--- config.mk ---
export PLATFORM = sky130hd
export DESIGN_NAME = i2c_master_transfer_sequencer
export DESIGN_NICKNAME = d
export VERILOG_FILES = /design/src/i2cms_pkg.sv /design/src/i2c_master_transfer_sequencer.sv
export SDC_FILE = /design/constraint.sdc
export NUM_CORES = 1
export LEC_CHECK = 0
export ABC_AREA = 1
export BUFFER_PORTS_ARGS = -buffer_cell sky130_fd_sc_hd__buf_2
export CORE_ASPECT_RATIO = 1.2
export CORE_MARGIN = 2
export CORE_UTILIZATION = 55
export DETAILED_ROUTE_END_ITERATION = 16
export PLACE_DENSITY = 0.87
export SLEW_MARGIN = 20
export SYNTH_ARGS = -nofsm -noshare
export SYNTH_HDL_FRONTEND = slang
export SYNTH_SLANG_ARGS = --single-unit
export TNS_END_PERCENT = 20
--- constraint.sdc ---
create_clock -name clk -period 4.7 [get_ports clk]
set_clock_uncertainty 0.05 [all_clocks]
set_input_delay 0.47 -clock clk [delete_from_list [all_inputs] [get_ports clk]]
set_output_delay 0.47 -clock clk [all_outputs]
set_load 0.03 [all_outputs]
--- src/i2cms_pkg.sv ---
// Package: shared types and constants for the I2C master transfer sequencer.
`default_nettype none

package i2cms_pkg;

    localparam int COUNT_BITS = 8;

    localparam logic [7:0] RETRY_LIMIT_RESET = 8'd3;
    localparam logic [7:0] RETRY_MAX         = 8'hFF;

    typedef logic [COUNT_BITS-1:0] count_t;

    typedef enum logic [0:0] {
        OP_WRITE = 1'b0,
        OP_READ  = 1'b1
    } opcode_t;

    typedef enum logic [2:0] {
        CMD_NONE  = 3'd0,
        CMD_START = 3'd1,
        CMD_STOP  = 3'd2,
        CMD_WRITE = 3'd3,
        CMD_RXEN  = 3'd4,
        CMD_ACK   = 3'd5,
        CMD_NACK  = 3'd6
    } command_t;

    typedef enum logic [1:0] {
        ST_BUSY = 2'd0,
        ST_OK   = 2'd1,
        ST_FAIL = 2'd2
    } status_t;

    typedef struct packed {
        opcode_t    opcode;
        logic [6:0] slave_address;
        logic       rw_bit;
        logic [7:0] length;
        logic [7:0] data_byte;
        logic       tx_done;
        logic       ack_received;
        logic [7:0] rx_byte;
    } tick_t;

    typedef struct packed {
        status_t    status;
        command_t   command;
        logic [7:0] tx_byte;
        logic [7:0] byte_index;
        logic       rx_valid;
        logic [7:0] received_byte;
        logic       done_event;
    } result_t;

endpackage

`default_nettype wire

--- src/i2c_master_transfer_sequencer.sv ---
// Top level: I2C master write/read transaction sequencer, one step per poll tick.
//
//  channel   dir  handshake                     payload
//  tick      in   tick_valid / tick_ready        tick (tick_t)
//  result    out  result_valid / result_ready    result (result_t)
//  limit     in   limit_wr_en                    limit_wr_data (8 bits)
//
// One tick per cycle while tick_ready is high; its result appears in the result register on the next cycle.
// The step logic sits between the tick port and the result register, one pass per tick.
// tick_ready drops only while a result is held and result_ready is low.
// Reset: retry limit 3, both machines at start, counters clear, status busy.
`default_nettype none

module i2c_master_transfer_sequencer
    import i2cms_pkg::*;
(
    input  wire logic    clk,
    input  wire logic    rst_n,
    input  wire logic    tick_valid,
    output logic         tick_ready,
    input  wire tick_t   tick,
    output logic         result_valid,
    input  wire logic    result_ready,
    output result_t      result,
    input  wire logic    limit_wr_en,
    input  wire logic [7:0] limit_wr_data
);

    typedef enum logic [3:0] {
        W_START    = 4'd0,
        W_ADDR     = 4'd1,
        W_CHK_ADDR = 4'd2,
        W_DATA     = 4'd3,
        W_CHK_DATA = 4'd4,
        W_CHK_LEN  = 4'd5,
        W_STOP     = 4'd6,
        W_DONE     = 4'd7,
        W_CHK_ACK  = 4'd8,
        W_ERROR    = 4'd9
    } wphase_t;

    typedef enum logic [1:0] {
        WR_START = 2'd0,
        WR_DATA  = 2'd1,
        WR_LEN   = 2'd2
    } wret_t;

    typedef enum logic [3:0] {
        R_START    = 4'd0,
        R_ADDR     = 4'd1,
        R_CHK_ADDR = 4'd2,
        R_CHK_ACK  = 4'd3,
        R_GET      = 4'd4,
        R_READ     = 4'd5,
        R_CHK_LEN  = 4'd6,
        R_STOP     = 4'd7,
        R_ERROR    = 4'd8
    } rphase_t;

    logic [7:0] limit_reg;
    wphase_t    wphase_reg, wphase_next;
    wret_t      wret_reg, wret_next;
    logic [7:0] wretries_reg, wretries_next;
    count_t     wremain_reg, wremain_next;
    count_t     windex_reg, windex_next;
    status_t    wstatus_reg, wstatus_next;
    rphase_t    rphase_reg, rphase_next;
    count_t     rcount_reg, rcount_next;
    logic [7:0] rretries_reg, rretries_next;
    count_t     rlength_reg, rlength_next;
    status_t    rstatus_reg, rstatus_next;
    logic       result_valid_reg;
    result_t    result_reg, result_next;

    logic       tick_xfer;
    logic [7:0] addr_byte;
    logic [7:0] wretries_bump;
    logic [7:0] rretries_bump;
    count_t     wremain_dec;

    assign tick_ready   = !result_valid_reg || result_ready;
    assign tick_xfer    = tick_valid && tick_ready;
    assign result_valid = result_valid_reg;
    assign result       = result_reg;

    assign addr_byte     = {tick.slave_address, tick.rw_bit};
    assign wretries_bump = (wretries_reg == RETRY_MAX) ? RETRY_MAX : wretries_reg + 8'd1;
    assign rretries_bump = (rretries_reg == RETRY_MAX) ? RETRY_MAX : rretries_reg + 8'd1;
    assign wremain_dec   = (wremain_reg != '0) ? wremain_reg - count_t'(1) : wremain_reg;

    always_comb
    begin
        wphase_next   = wphase_reg;
        wret_next     = wret_reg;
        wretries_next = wretries_reg;
        wremain_next  = wremain_reg;
        windex_next   = windex_reg;
        wstatus_next  = wstatus_reg;
        rphase_next   = rphase_reg;
        rcount_next   = rcount_reg;
        rretries_next = rretries_reg;
        rlength_next  = rlength_reg;
        rstatus_next  = rstatus_reg;

        result_next               = '0;
        result_next.command       = CMD_NONE;
        result_next.status        = ST_BUSY;

        unique case (tick.opcode)
            OP_WRITE:
            begin
                result_next.byte_index = 8'(windex_reg);
                unique case (wphase_reg)
                    W_START:
                    begin
                        result_next.command = CMD_START;
                        wstatus_next        = ST_BUSY;
                        wphase_next         = W_ADDR;
                    end
                    W_ADDR:
                    begin
                        result_next.command = CMD_WRITE;
                        result_next.tx_byte = addr_byte;
                        wremain_next        = count_t'(tick.length);
                        windex_next         = '0;
                        wphase_next         = W_CHK_ADDR;
                    end
                    W_CHK_ADDR:
                    begin
                        if (tick.tx_done)
                        begin
                            wret_next   = WR_DATA;
                            wphase_next = W_CHK_ACK;
                        end
                    end
                    W_DATA:
                    begin
                        result_next.command = CMD_WRITE;
                        result_next.tx_byte = tick.data_byte;
                        wphase_next         = W_CHK_DATA;
                    end
                    W_CHK_DATA:
                    begin
                        if (tick.tx_done)
                        begin
                            wret_next   = WR_LEN;
                            wphase_next = W_CHK_ACK;
                        end
                    end
                    W_CHK_LEN:
                    begin
                        if (wremain_reg != '0)
                        begin
                            windex_next = windex_reg + count_t'(1);
                        end
                        wremain_next = wremain_dec;
                        wphase_next  = (wremain_dec == '0) ? W_STOP : W_DATA;
                    end
                    W_STOP:
                    begin
                        result_next.command = CMD_STOP;
                        wphase_next         = W_DONE;
                    end
                    W_DONE:
                    begin
                        wphase_next  = W_START;
                        wret_next    = WR_START;
                        wstatus_next = ST_OK;
                    end
                    W_CHK_ACK:
                    begin
                        wretries_next = wretries_bump;
                        if (tick.ack_received)
                        begin
                            wretries_next = '0;
                            unique case (wret_reg)
                                WR_DATA: wphase_next = W_DATA;
                                WR_LEN:  wphase_next = W_CHK_LEN;
                                default: wphase_next = W_START;
                            endcase
                        end
                        else if (wretries_bump >= limit_reg)
                        begin
                            wphase_next = W_ERROR;
                        end
                    end
                    W_ERROR:
                    begin
                        wphase_next   = W_START;
                        wret_next     = WR_START;
                        wretries_next = '0;
                        wstatus_next  = ST_FAIL;
                    end
                    default:
                    begin
                        wphase_next = W_START;
                    end
                endcase
                result_next.status = wstatus_next;
            end
            OP_READ:
            begin
                result_next.byte_index = 8'(rcount_reg);
                unique case (rphase_reg)
                    R_START:
                    begin
                        result_next.command = CMD_START;
                        rstatus_next        = ST_BUSY;
                        rphase_next         = R_ADDR;
                    end
                    R_ADDR:
                    begin
                        result_next.command = CMD_WRITE;
                        result_next.tx_byte = addr_byte;
                        rlength_next        = count_t'(tick.length);
                        rphase_next         = R_CHK_ADDR;
                    end
                    R_CHK_ADDR:
                    begin
                        if (tick.tx_done)
                        begin
                            rphase_next = R_CHK_ACK;
                        end
                    end
                    R_CHK_ACK:
                    begin
                        rretries_next = rretries_bump;
                        if (tick.ack_received)
                        begin
                            rretries_next = '0;
                            rphase_next   = R_GET;
                        end
                        else if (rretries_bump >= limit_reg)
                        begin
                            rphase_next = R_ERROR;
                        end
                    end
                    R_GET:
                    begin
                        result_next.command = CMD_RXEN;
                        rphase_next         = R_READ;
                    end
                    R_READ:
                    begin
                        if (tick.tx_done)
                        begin
                            result_next.rx_valid      = 1'b1;
                            result_next.received_byte = tick.rx_byte;
                            rcount_next               = rcount_reg + count_t'(1);
                            rphase_next               = R_CHK_LEN;
                        end
                    end
                    R_CHK_LEN:
                    begin
                        if (rcount_reg >= rlength_reg)
                        begin
                            result_next.command = CMD_NACK;
                            rphase_next         = R_STOP;
                            rcount_next         = '0;
                        end
                        else
                        begin
                            result_next.command = CMD_ACK;
                            rphase_next         = R_GET;
                        end
                    end
                    R_STOP:
                    begin
                        result_next.command    = CMD_STOP;
                        result_next.done_event = 1'b1;
                        rstatus_next           = ST_OK;
                        rphase_next            = R_START;
                    end
                    R_ERROR:
                    begin
                        rphase_next   = R_START;
                        rretries_next = '0;
                        rstatus_next  = ST_FAIL;
                    end
                    default:
                    begin
                        rphase_next = R_START;
                    end
                endcase
                result_next.status = rstatus_next;
            end
            default:
            begin
                result_next.status = ST_BUSY;
            end
        endcase
    end

    always_ff @(posedge clk or negedge rst_n)
    begin
        if (!rst_n)
        begin
            limit_reg        <= RETRY_LIMIT_RESET;
            wphase_reg       <= W_START;
            wret_reg         <= WR_START;
            wretries_reg     <= '0;
            wremain_reg      <= '0;
            windex_reg       <= '0;
            wstatus_reg      <= ST_BUSY;
            rphase_reg       <= R_START;
            rcount_reg       <= '0;
            rretries_reg     <= '0;
            rlength_reg      <= '0;
            rstatus_reg      <= ST_BUSY;
            result_valid_reg <= 1'b0;
        end
        else
        begin
            if (limit_wr_en)
            begin
                limit_reg <= limit_wr_data;
            end
            if (tick_xfer)
            begin
                wphase_reg   <= wphase_next;
                wret_reg     <= wret_next;
                wretries_reg <= wretries_next;
                wremain_reg  <= wremain_next;
                windex_reg   <= windex_next;
                wstatus_reg  <= wstatus_next;
                rphase_reg   <= rphase_next;
                rcount_reg   <= rcount_next;
                rretries_reg <= rretries_next;
                rlength_reg  <= rlength_next;
                rstatus_reg  <= rstatus_next;
            end
            if (tick_xfer)
            begin
                result_valid_reg <= 1'b1;
            end
            else if (result_ready)
            begin
                result_valid_reg <= 1'b0;
            end
        end
    end

    always_ff @(posedge clk)
    begin
        if (tick_xfer)
        begin
            result_reg <= result_next;
        end
    end

    // an accepted tick always leaves a result in the register
    a_tick_gives_result: assert property (@(posedge clk) disable iff (!rst_n)
        tick_xfer |=> result_valid_reg)
        else $error("accepted tick produced no result");

    // a received byte comes only while the read machine waits, with no command
    a_rx_no_command: assert property (@(posedge clk) disable iff (!rst_n)
        (result_valid_reg && result_reg.rx_valid) |->
            (result_reg.command == CMD_NONE && result_reg.status == ST_BUSY))
        else $error("rx_valid with a bus command or final status");

    // read completion comes with the stop and an ok status
    a_done_with_stop: assert property (@(posedge clk) disable iff (!rst_n)
        (result_valid_reg && result_reg.done_event) |->
            (result_reg.command == CMD_STOP && result_reg.status == ST_OK))
        else $error("done_event without stop and ok status");

    // only a write command carries a transmit byte
    a_tx_byte_only_on_write: assert property (@(posedge clk) disable iff (!rst_n)
        (result_valid_reg && result_reg.command != CMD_WRITE) |->
            (result_reg.tx_byte == 8'd0))
        else $error("tx_byte set without a write command");

endmodule

`default_nettype wire
# Yosys cells after proc, flatten, opt, wreduce, memory -nomap -nowiden
# Index checks and enable logic that the tools add are counted.
[op_classes] addsub=5 n_mul=0 div=0 magnitude_cmp=3 eq_ne=30 n_shift=0 muxes=40 n_bitwise=1 n_reduce_logical=29
[op_table] operator="one-hot mux 8 bit (2 select lines)" n=6
[op_table] operator="two-way mux 8 bit" n=9
[op_table] operator="one-hot mux 4 bit (7 select lines)" n=2
[op_table] operator="one-hot mux 21 bit (2 select lines)" n=1
[op_table] operator="adder 8 x 1 -> 8 bit (second input constant)" n=4
[op_table] operator="== test 4 x 3 -> 1 bit (second input constant)" n=8
[op_table] operator="two-way mux 4 bit" n=7
[op_table] operator="greater-or-equal comparator 8 bit" n=3
[op_table] operator="one-hot mux 2 bit (3 select lines)" n=4
[op_table] operator="== test 4 x 2 -> 1 bit (second input constant)" n=4
[op_table] operator="== test 8 bit (second input constant)" n=2
[op_table] operator="one-hot mux 3 bit (5 select lines)" n=1
[op_table] operator="AND reduction 3 bit" n=5
[op_table] operator="AND reduction 5 bit" n=3
[op_table] operator="== test 4 bit (second input constant)" n=3
[op_table] operator="inequality test 2 bit (second input constant)" n=6
[op_table] operator="nonzero test 2 bit" n=5
[op_table] operator="two-way mux 9 bit" n=1
[op_table] operator="== test 4 x 1 -> 1 bit (second input constant)" n=2
[op_table] operator="logical NOT 4 bit" n=2
[op_table] operator="logical NOT 8 bit" n=1
[op_table] operator="two-way mux 2 bit" n=4
[op_table] operator="AND reduction 4 bit" n=2
[op_table] operator="nonzero test 8 bit" n=1
[op_table] operator="other kinds (15)" n=22
[totals] ff_bits=102 latchBits=0 mem_bits_rw=0 rom_bits=0 in_bits=48 out_inout_bits=33 mem_count=0

# Logic depth before layout (Yosys ltp)
# Gate-level depths: netlist (run 1).
[logic_depth] ltp_word=6 ltp_mapped=20

# Least setup slack after synthesis (run 1)
# OpenSTA, ideal clock, no wires.
[synth_path] path_type="input to register" from="in result_ready" to="reg windex_reg[4]" setup_ps=119 arrival_time_ps=2472 setup_slack_ps=2059 cell_stages=9 n_path_buf=0 path_cell_list="inv_1 > a21oi_2 > nand2_2 > nor2_8 > o21ai_4 > nor3_2 > nand3_1 > nand2_1 > nor2_1"
[synth_between] elab_chain_len=3
[synth_rtl] item="start: declaration" line_no="i2c_master_transfer_sequencer.sv:23" rtl="input wire logic result_ready,"
[synth_rtl] item="logical OR 1 bit" line_no="i2c_master_transfer_sequencer.sv:81" rtl="assign tick_ready = !result_valid_reg || result_ready;"
[synth_rtl] item="logical AND 1 bit" line_no="i2c_master_transfer_sequencer.sv:82" rtl="assign tick_xfer = tick_valid && tick_ready;"
[synth_rtl] item="named net tick_xfer" line_no="i2c_master_transfer_sequencer.sv:75" rtl="logic tick_xfer;"
[synth_rtl] item="AND reduction 4 bit (no source line)"
[synth_rtl] item="end signal: assignment" line_no="i2c_master_transfer_sequencer.sv:324" rtl="windex_reg <= windex_next;"
[synth_rtl] item="end: declaration" line_no="i2c_master_transfer_sequencer.sv:65" rtl="count_t windex_reg, windex_next;"
# The timed path passes the listed nets, and every way through them passes these cells.
# A chain may end at the register's enable or synchronous reset.

# Worst setup path in the final report (run 1)
[layout_path] from="reg rretries_reg[0]" to="reg rphase_reg[2]"
[layout_between] elab_chain_len=5 word_cells_on_any_way=6
[layout_rtl] item="start: declaration" line_no="i2c_master_transfer_sequencer.sv:69" rtl="logic [7:0] rretries_reg, rretries_next;"
[layout_rtl] item="start signal: assignment" line_no="i2c_master_transfer_sequencer.sv:328" rtl="rretries_reg <= rretries_next;"
[layout_rtl] item="adder 8 x 1 -> 8 bit / == test 8 bit (equally long branches)" line_no="i2c_master_transfer_sequencer.sv:88" rtl="assign rretries_bump = (rretries_reg == RETRY_MAX) ? RETRY_MAX : rretries_reg + 8'd1;"
[layout_rtl] item="two-way mux 8 bit *" line_no="i2c_master_transfer_sequencer.sv:88"
[layout_rtl] item="greater-or-equal comparator 8 bit *" line_no="i2c_master_transfer_sequencer.sv:233" rtl="else if (rretries_bump >= limit_reg)"
[layout_rtl] item="inequality test 3 bit (no source line) *"
[layout_rtl] item="AND reduction 5 bit (no source line) *"
[layout_rtl] item="end signal: assignment" line_no="i2c_master_transfer_sequencer.sv:326" rtl="rphase_reg <= rphase_next;"
[layout_rtl] item="end: declaration" line_no="i2c_master_transfer_sequencer.sv:67" rtl="rphase_t rphase_reg, rphase_next;"
# Every way passes the cells marked *; elsewhere a longest branch is shown, timed or not.

==> results.cfg, run 1 <==
[route]
vias_per_cell = 5.44
ant_nets = 0
drt-initial-drc-count = 242
drc = 0
firstDrtPassIters = 5
wl_per_cell_um = 13.7
wirelength_um = 12900
vias = 5106

[synthesis]
ys_async_sr_fraction = 0.696
syn_area_um2 = 5930
ys_types = 46
syn_inst = 721
syn_area_per_cell_um2 = 8.22
synth_seq_cells = 102
ys_warn_count = 0
synth_ff_type = dfrtp_1
synth_seq_area_share = 0.457
synth_enable_flop_cells = 31
syn_nets = 801

[final_layout]
area_delta_synth_final_pct = 13.7
regArea_um2 = 2710
fin_nets = 884
largest_register_ff_count = 31
final_common_cell = nand2_1
num_antenna_cells = 0
stdcell_count = 938
multiInputGateArea_um2 = 2710
final_cell_mix = nand2_1 (150), inv_1 (107), buf_2 (80)
final_layout_size_suffix_gt1_frac = 0.183
n_fill_cell = 869

[grt]
grt_pass1_wl_um = 22100
overflow = 0
antenna_found_initial = 0
grt_start_max_net_pins = 72
grt_pass1_vias = 4910
grt_usage = 0.231

[placement]
hpwl_um = 9660
place.port_buffers = 80
routabilityCongestion = 0.930
dp.cells = 922

[die]
ios = 81
die_w_um = 98.8
die_h_um = 118
core-area_um2 = 10500
core.rowCount = 41
initial_core_util = 0.564
die-area_um2 = 11600

[clock_tree]
clockRootBuffer = clkbuf_16
cts_max_path_buffers = 2
worstSkewPairLatency_ns = 0.35
numCtsBuffers = 9
cts.clk_slew.worst_paths_ns = 0.07
htree_levels = 3
cts_resized = 0
cts.sinks = 102
cts_hold_buf = 0
post_cts_buffers = 0
cts_tree = built

[status]
status = finished clean

[worst_setup_path]
crit_path_end = rphase_reg[2]
crit_type = register to register
cp.arrival_ns = 2.96
r2r_slack_ns = 1.98
r2r-start = rretries_reg[0]
cp_max_fo = 7
crit_required_ns = 4.94
end_kind = register
timing.rr.end = rphase_reg[2]
setup.worst_path.start = rretries_reg[0]
r2r_cells = 16
startpoint_type = register

[timing]
finalHoldViolCount = 0
layout_min_cycle_time_ns = 2.72
slew_headroom = 0.383
rsz0062_at_grt = false
fin_tns_setup_ns = 0
finalCritPeriodShare = 0.579
setup_violations = 0
tightest_slew_ns = 0.922
slew_violations = 0
fmax_mhz = 368

[power_and_ir_drop]
p_int_mw = 2.12
p_total_mw = 3.68
clockPowerShare = 0.192
power_density_nw_per_um2 = 545
p_leak_nw = 3.24
p_comb_frac = 0.427
p_switching_mw = 1.55
seq_power_share = 0.381
swShare = 0.422
ir_drop_v = 0.000266

[worst_hold_path]
hold_path.class = primary input to asynchronous set/reset pin

[run]
maxCapViolations = 0
cell usage after synthesis (all sizes together), types with 4 or more instances:
cell    instances  area share
nor2           82       0.062
nand3          34       0.030
edfxtp         31        0.16
buf             4      0.0053
xor2           11       0.016
nand4           8      0.0084
clkbuf          6      0.0038
o21ai          67       0.061
ha             32       0.068
o211ai          6      0.0076
a22oi           8       0.010
nand2         155        0.10
o31ai           4      0.0051
nor3           11       0.014
a21oi          37       0.036
o22ai          19       0.020
dfrtp          69        0.29
inv           121       0.077
power groups by stage:
stage / registers (mW) / logic (mW) / clock network (mW)
floorplan: 1.42 / 1.17 / 0
global placement: 1.40 / 1.50 / 0
detailed placement: 1.41 / 1.56 / 0
CTS: 1.40 / 1.57 / 0.719
global route: 1.44 / 1.81 / 0.759
finish: 1.40 / 1.57 / 0.705
metrics by stage:
| stage | utilization | hold slack (ns) | cell area (um^2) | setup WS (ns) |
|---|---|---|---|---|
| floorplan | - | 0.124 | 5930 | 2.06 |
| detailed placement | 0.614 | 0.437 | 6460 | 2.01 |
| finish | 0.641 | 0.267 | 6740 | 1.98 |
| CTS | 0.641 | 0.262 | 6740 | 1.98 |
| global route | 0.641 | 0.285 | 6740 | 1.60 |
| global placement | 0.614 | 0.426 | 6460 | 2.16 |
routing by layer:
layer  vias up  part of all wire  wire (um)  global-route usage
met5         -                 0          0                   0
met4         0             0.021        267              0.0890
met3        29             0.048        624              0.0333
met2       167              0.52       6680               0.400
met1      2365              0.41       5310               0.289
li1       2545                 -          -                   -
cell families after synthesis:
family,synth area share
xor gates and xnor gates,0.0177
DFF,0.457
and+or+nand+nor,0.218
buffers and inverters,0.0876
adders and majority gates,0.0675
AOI/OAI and AO/OA,0.148
muxes,0.00380
worst min-delay path by stage:
stage / startpoint / endpoint / slack, ns
finish: rst_n / windex_reg[4] / 0.27
detailed placement: rstatus_reg[0] / rstatus_reg[0] / 0.44
CTS: limit_wr_data[6] / limit_reg[6] / 0.26
global route: limit_wr_data[6] / limit_reg[6] / 0.28
global placement: rstatus_reg[1] / rstatus_reg[1] / 0.43
floorplan: rst_n / limit_reg[2] / 0.12
worst max-delay path: stages (launching register included):
cell	delay [ns]
dfrtp_1	0.37
ha_1	0.20
nand3_1	0.11
nor3_1	0.21
inv_1	0.09
nor3_2	0.33
nor2_1	0.11
inv_1	0.07
ha_1	0.23
a21oi_1	0.16
o21a_1	0.13
nand3_1	0.08
nor2_1	0.11
nand2_1	0.12
nand2_1	0.15
nand2_1	0.07
nand2_1	0.06
final cells by class:
type	count	share of cell area
flip-flops and latches	102	0.402
multi-input cells	487	0.402
inverters	122	0.0690
repair buffers	82	0.0616
clock buffers	9	0.0334
well taps	129	0.0239
clock inverters	7	0.00835
Power figures use the tool's default switching activity.
==> inputs of run 2 (changes only) <==
Settings changed: CORE_UTILIZATION 55 to 53.
Clock period 4.7 ns to 2.3 ns, I/O delays scaled along.
==> run 2 against run 1 <==
  * The flow now finishes with violations (setup timing)
  * Register-to-register slack worse by 2.3 ns
  * Non-clock buffer count is 35 higher
  * Die area up 3.6%
  * Final area grew 6.0%
  * Worst setup slack lost 2.3 ns
  * Routed wire length increased by 5.7%
  * Global-route usage is 0.17 points lower
  * First-iteration DRC count up 17%
  * Worst hold slack worse by 0.24 ns
  * Largest power group unchanged
==> results.cfg, run 2 (synthesized netlist as in run 1, its figures left out) <==
[timing]
tightest_slew_ns = 0.609
layout_min_cycle_time_ns = 2.66
fin_ws_ns = -0.357
rsz0062_at_grt = true
slew_violations = 0
slew_headroom = 0.594
finalHoldViolCount = 0
fin_tns_setup_ns = -2.15
finalCritPeriodShare = 1.16
setup_violations = 8
fmax_mhz = 376

[route]
ant_nets = 0
drt-initial-drc-count = 283
drc = 0
wl_per_cell_um = 13.9
firstDrtPassIters = 5
vias = 5344
vias_per_cell = 5.48
wirelength_um = 13600

[die]
die_h_um = 120
ios = 81
die-area_um2 = 12100
core-area_um2 = 11000
core.rowCount = 42
initial_core_util = 0.540
die_w_um = 101

[grt]
overflow = 0
grt_pass1_vias = 4966
grt_start_max_net_pins = 32
grt_usage = 0.229
antenna_found_initial = 0
grt_pass1_wl_um = 22000

[power_and_ir_drop]
ir_drop_v = 0.000643
p_leak_nw = 3.44
p_total_mw = 8.14
power_density_nw_per_um2 = 1140

[final_layout]
num_antenna_cells = 0
final_cell_mix = nand2_1 (146), inv_1 (106), buf_2 (80)
final_layout_size_suffix_gt1_frac = 0.245
final_util = 0.651
area_delta_synth_final_pct = 20.5
largest_register_ff_count = 31
fin_nets = 919
final_common_cell = nand2_1

[clock_tree]
cts_max_path_buffers = 2
htree_levels = 3
cts.sinks = 102
cts_tree = built
numCtsBuffers = 9
clockRootBuffer = clkbuf_16
cts.clk_slew.worst_paths_ns = 0.08
worstSkewPairLatency_ns = 0.36

[worst_setup_path]
startpoint_type = register
r2r-start = wretries_reg[1]
r2r_cells = 20
end_kind = register
cp_max_fo = 6
timing.rr.end = wphase_reg[3]
crit_type = register to register
crit_required_ns = 2.48
cp.arrival_ns = 2.84
r2r_slack_ns = -0.36

[placement]
hpwl_um = 10000
place.port_buffers = 80
routabilityCongestion = 0.951

[run]
maxCapViolations = 0

[worst_hold_path]
hold_path.class = primary input to register
hold_depth = 3
worstHoldStart = limit_wr_data[6]
worstHoldEndpoint = limit_reg[6]

[status]
status = finished with violations
violations = setup timing
## run 2: changes by cell type in the layout (fill, tap and decap cells not counted), sizes merged
| cell | before | now |
|---|---|---|
| inv | 124 | 125 |
| clkinvlp | 3 | 0 |
| dlygate4sd3 | 0 | 1 |
| clkinv | 2 | 4 |
| buf | 82 | 116 |
## run 2: worst max-delay path by stage
stage | from | endpoint | slack (ns) | depth (start not counted)
finish | wretries_reg[1] | wphase_reg[3] | -0.36 | 20
global route | wretries_reg[1] | wphase_reg[1] | -0.51 | 20
CTS | wretries_reg[1] | wphase_reg[3] | -0.27 | 19
detailed placement | wretries_reg[1] | wphase_reg[3] | -0.31 | 20
global placement | wretries_reg[1] | wphase_reg[3] | -0.22 | 20
floorplan | wretries_reg[0] | wphase_reg[3] | -0.10 | 20
## run 2: worst max-delay path: stages, from the launching register on
cell	delay (ns)
dfrtp_1	0.39
ha_2	0.21
nand2_2	0.06
inv_2	0.07
nand2_2	0.05
nor2_1	0.08
inv_1	0.06
nor2_2	0.15
inv_2	0.07
nor2_4	0.17
nor2_2	0.07
inv_1	0.05
ha_1	0.24
a21oi_2	0.16
o21ai_0	0.08
nand2_1	0.06
nand4_1	0.14
nor2_2	0.19
nor2_4	0.07
nand2_1	0.06
o21ai_1	0.05
## run 2: metrics by stage
step / instances / cell area (um^2) / hold slack (ns) / setup WS (ns)
finish: 976 / 7150 / 0.0230 / -0.357
global route: 976 / 7150 / 0.0426 / -0.513
CTS: 975 / 7050 / 0.0261 / -0.275
detailed placement: 957 / 6720 / 0.224 / -0.311
global placement: 957 / 6720 / 0.224 / -0.221
floorplan: 721 / 5940 / -0.116 / -0.101
## run 2: what timing repair did
action | 4_1_cts | 5_1_grt
buffers inserted | 1 | 1
hold buffers | 1 | 0
pin swaps | 0 | 15
resized for setup | 4 | 25
hold endpoints to repair | 24 | 0
endpoints found under the setup margin | 8 | 8
## run 2: layout make-up
type | count | area [um^2]
sequential | 102 | 2710
clock buffer | 9 | 225
inverter | 122 | 465
clock inverter | 7 | 81.3
tap | 132 | 165
multi-input combinational | 487 | 2810
timing repair buffer | 117 | 693
fill | 861 | 3840
## run 2: routing by layer
metal / wire length, um / part of all wire / track usage / vias up
li1: - / - / - / 2617
met1: 5580 / 0.41 / 0.270 / 2544
met2: 7100 / 0.52 / 0.410 / 160
met3: 658 / 0.048 / 0.0431 / 23
met4: 280 / 0.021 / 0.0856 / 0
met5: 0 / 0 / 0 / -
## run 2: report_power, final
part | switching [mW] | internal, mW | leakage (nW)
clock network | 0.784 | 0.779 | 0.150
logic | 2.23 | 1.49 | 2.10
registers | 0.422 | 2.44 | 1.19
